$ cat src/rtl/bst_pkg.sv
package bst_pkg;

  // default sizing of the table
  localparam int DEF_CAPACITY   = 64;
  localparam int DEF_ITEM_WIDTH = 32;

  // fixed field widths of the command and result ports
  localparam int CMD_W       = 2;
  localparam int VALUE_W     = 32;
  localparam int INDEX_W     = 6;
  localparam int COUNT_W     = 7;
  localparam int LIMIT_W     = 7;
  localparam int LIMIT_RESET = 64;

  // command codes
  typedef enum logic [CMD_W-1:0] {
    CMD_INSERT   = 2'd0,
    CMD_ERASE    = 2'd1,
    CMD_CONTAINS = 2'd2,
    CMD_GET      = 2'd3
  } cmd_t;

  // broadcast control from the sequencer to every cell
  typedef struct packed {
    logic do_insert;
    logic do_erase;
  } cell_ctrl_t;

endpackage

$ cat src/rtl/bst_cell.sv
module bst_cell #(
  parameter int STORE_W = 32,
  parameter int POS     = 0
) (
  input  logic                    clk,
  input  logic                    rst,
  input  bst_pkg::cell_ctrl_t     ctrl,
  input  logic [STORE_W-1:0]      key,
  input  logic [bst_pkg::INDEX_W-1:0] read_index,
  input  logic                    prev_valid,
  input  logic                    hit_in,
  input  logic                    next_valid,
  input  logic [STORE_W-1:0]      next_value,
  output logic                    valid,
  output logic [STORE_W-1:0]      value,
  output logic                    hit_out,
  output logic                    match,
  output logic                    sel
);
  import bst_pkg::*;

  localparam logic INDEXABLE = (POS < (1 << INDEX_W));
  localparam logic [INDEX_W-1:0] POS_IDX = INDEX_W'(POS);

  logic shift_in;
  logic take_key;

  // compare against the key and flag a hit here or further left
  assign match   = valid && (value == key);
  assign hit_out = hit_in | match;
  assign sel     = valid && INDEXABLE && (read_index == POS_IDX);

  // erase pulls the right neighbour in from the hit onwards; insert fills the first free cell
  assign shift_in = ctrl.do_erase && hit_out;
  assign take_key = ctrl.do_insert && prev_valid && !valid;

  // occupancy flag
  always_ff @(posedge clk) begin
    if (rst) begin
      valid <= 1'b0;
    end else if (shift_in) begin
      valid <= next_valid;
    end else if (take_key) begin
      valid <= 1'b1;
    end
  end

  // stored item
  always_ff @(posedge clk) begin
    if (shift_in) begin
      value <= next_value;
    end else if (take_key) begin
      value <= key;
    end
  end

endmodule

$ cat config.mk
export PLATFORM = sky130hd
export DESIGN_NAME = bst_cell
export DESIGN_NICKNAME = d
export VERILOG_FILES = /design/src/rtl/bst_pkg.sv /design/src/rtl/bst_cell.sv
export SDC_FILE = /design/constraint.sdc
export NUM_CORES = 1
export LEC_CHECK = 0
export BUFFER_PORTS_ARGS = -buffer_cell sky130_fd_sc_hd__buf_2
export CAP_MARGIN = 25
export CORE_MARGIN = 5
export CORE_UTILIZATION = 35
export DETAILED_ROUTE_END_ITERATION = 10
export MAX_ROUTING_LAYER = met4
export PLACE_DENSITY = 0.66
export SLEW_MARGIN = 20
export SYNTH_ARGS = -nofsm -noshare
export SYNTH_HDL_FRONTEND = slang
export SYNTH_SLANG_ARGS = --single-unit
$ cat constraint.sdc
create_clock -name clk -period 6.3 [get_ports clk]
set_input_delay 1.89 -clock clk [delete_from_list [all_inputs] [get_ports clk]]
set_output_delay 1.89 -clock clk [all_outputs]
set_load 0.01 [all_outputs]
==> results.ini <==
[floorplan]
fp-row-count=27
floorplan.core_area_sq_um=5574
die-height_um=86.36
die_w_um=86.36
design.portCount=113
floorplan.die_area_sq_um=7458
initial_core_util=0.3661

[clock_network]
cts_resized=0
post_cts.repair.setup_buffers=0
tritoncts_clock_tree=done
post_cts_hold_buffer_count=0
clk-insertion-delay-late_ns=0.28
htreeDepth=2
cts_sinks=33
clk_pin_slew_worst_paths_ns=0.07
clock_tree.buffer_depth=2
cts_inserted_buffers=5
ctsRootBufferMaster=sky130_fd_sc_hd__clkbuf_8

[power]
peakVddDrop_v=0.0001031
leakage_component_of_the_power_nw=1.227
power_per_cell_area_nw_per_um2=203.1

[grt]
total_routing_usage_gr=0.1489
globalRouteOverflowTotal=0
grt_pass1_wl_um=8349
number_of_antenna_violations_at_the_first_check_in_global_routing=0
largest_net_degree_at_the_start_of_global_routing=33
first_global_vias=1703

[yosys]
yosys.cell_count.top_type=sky130_fd_sc_hd__edfxtp_1
number_of_synthesized_register_bits=33
synth.cells.most_frequent=sky130_fd_sc_hd__edfxtp_1 (32), sky130_fd_sc_hd__mux2_4 (28), sky130_fd_sc_hd__xnor2_1 (16)
async_reset_ff_frac=0
synth_seq_area_share=0.4807
mappedNetlistArea_sq_um=2041
synth_enable_flop_cells=32
synth_top_area_share=0.4709
synth_cell_type_count=27
synthFlopType=sky130_fd_sc_hd__edfxtp_1
synth-warning-count=0
syn_area_per_cell_sq_um=13.88
synthesis.nets=224
synth_top_area_cell=sky130_fd_sc_hd__edfxtp_1
post_synth_main_area_contributors=sky130_fd_sc_hd__edfxtp_1 (47%), sky130_fd_sc_hd__mux2_4 (21%), sky130_fd_sc_hd__xnor2_1 (6.9%)
post_synth_inst_count=147

[sta]
timing.setup.tns_ns=0
fin_skew_ns=0.005091
finalSetupViolations=0
post-route-period-util=0.9001
rsz_0062_raised_after_global_routing=no
finalMaxSlewViolations=0
report.final.hold_viol_count=0
timing.max_slew.rel_slack=0.3414
worst_slew_pin_slew_ns=0.9853
hold_ws_ns=0.6868
timing.fmax_mhz=176.3
final.min_clock_period_ns=5.671

[setup_path]
cp_cell_sequence=buf_2, xor2_1, or4b_1, nor4_1, nand4_1, nor4_1, buf_2
crit_required_ns=4.41
critical_path.max_stage_delay_ns=0.51
critPathCaptureType=primary output
cpMaxStageDelayCell=sky130_fd_sc_hd__or4b_1
critPathLaunchType=input pin
criticalPathCategory=in -> out
worst-path-max-fanout=2
cp_data_arrival_time_ns=3.78

[final_layout]
area_delta_synth_final_pct=34.89
layout-drive-gt1-share=0.5795
final_net_count=341
insertedDiodeCount=0

[routing]
routed_wire_length_per_instance_um=16.26
drt_first_pass_iters=4
antenna_left=0
via_per_inst=4.795
drt_initial_violations=49
wire_length_reported_by_the_detailed_router_um=5464
dr_total_vias=1611
route.detailed.drc=0

[place]
gpl.final_weighted_congestion=0.8347
placement.io_buffers=112
place_hpwl_um=4459

[worst_hold_path]
holdCritPathClass=reg -> reg

[status]
outcome=finished, final reports clean

[run]
max_cap_viol_count=0

[per-stage QoR]
| step | cell area (sq um) | util | power, mW | cells | setup slack [ns] |
|---|---|---|---|---|---|
| finish | 2753 | 0.4938 | 0.5591 | 336 | 0.6294 |
| global route | 2753 | 0.4938 | 0.5897 | 336 | 0.4665 |
| CTS | 2753 | 0.4938 | 0.5668 | 336 | 0.6728 |
| detailed placement | 2676 | 0.4801 | 0.4162 | 329 | 0.6830 |
| global placement | 2676 | 0.4801 | 0.4143 | 329 | 0.7085 |
| floorplan | 2041 | - | 0.3561 | 147 | 1.072 |
[placed cells by master, fill, tap and decap left out, types with 2 or more instances in the layout]
cell,n
sky130_fd_sc_hd__buf_2,112
sky130_fd_sc_hd__clkbuf_8,5
sky130_fd_sc_hd__edfxtp_1,32
sky130_fd_sc_hd__inv_1,5
sky130_fd_sc_hd__mux2_2,4
sky130_fd_sc_hd__mux2_4,28
sky130_fd_sc_hd__nand2_1,5
sky130_fd_sc_hd__nand2b_1,8
sky130_fd_sc_hd__nand3_1,2
sky130_fd_sc_hd__nand4_1,9
sky130_fd_sc_hd__nor2_1,2
sky130_fd_sc_hd__nor3_1,2
sky130_fd_sc_hd__nor4_1,7
sky130_fd_sc_hd__xnor2_1,16
sky130_fd_sc_hd__xor2_1,11
[routing by layer]
layer | part of all wire | track usage | vias up
li1 | - | - | 788
met1 | 0.43 | 0.1843 | 752
met2 | 0.49 | 0.2427 | 67
met3 | 0.071 | 0.03612 | 4
met4 | 0.0077 | 0.04108 | 0
met5 | 0 | - | -
[power by group]
group / leakage (nW) / switching (mW) / internal (mW)
sequential: 0.316 / 0.0118 / 0.264
clock: 0.0387 / 0.0751 / 0.0745
combinational: 0.872 / 0.0640 / 0.0699
total: 1.23 / 0.151 / 0.408
[flip-flops by register name (all words and copies together), names as in the netlist]
name   flops
value     32
valid      1
[cells by family (layout without fill, tap and decap cells)]
| family | Yosys count | after routing | synth area share |
|---|---|---|---|
| AOI/OAI and AO/OA | 7 | 7 | 0.03372 |
| xor gates and xnor gates | 27 | 27 | 0.1159 |
| buffers and inverters | 8 | 125 | 0.02575 |
| and+or+nand+nor | 40 | 40 | 0.1159 |
| muxes | 32 | 32 | 0.2281 |
| DFF | 33 | 33 | 0.4807 |
[final timing paths]
path / startpoint / endpoint / slack, ns / cells after the start
setup / recovery: key[24] / match / 0.63 / 7
hold / removal: valid$_SDFFE_PP0P_ / valid$_SDFFE_PP0P_ / 0.69 / 2
setup reg to reg: value[27]$_DFFE_PP_ / value[31]$_DFFE_PP_ / 3.19 / 7
hold reg to reg: valid$_SDFFE_PP0P_ / valid$_SDFFE_PP0P_ / 0.69 / 2
[critical path: cells and delay by family]
kind,cells,cell delay [ns]
buf+inv,2,0.32
simple gates,4,1.42
xor+xnor,1,0.15
[layout make-up]
type                            count  area (sq um)
Sequential cell                    33         980.9
Inverter                            5         18.77
Timing Repair Buffer              113         568.0
Multi-Input combinational cell    106          1018
Clock buffer                        6         72.57
Tap cell                           72         90.09
Fill cell                         517          2821
Clock inverter                      1         3.754
Power figures use the tool's default switching activity.
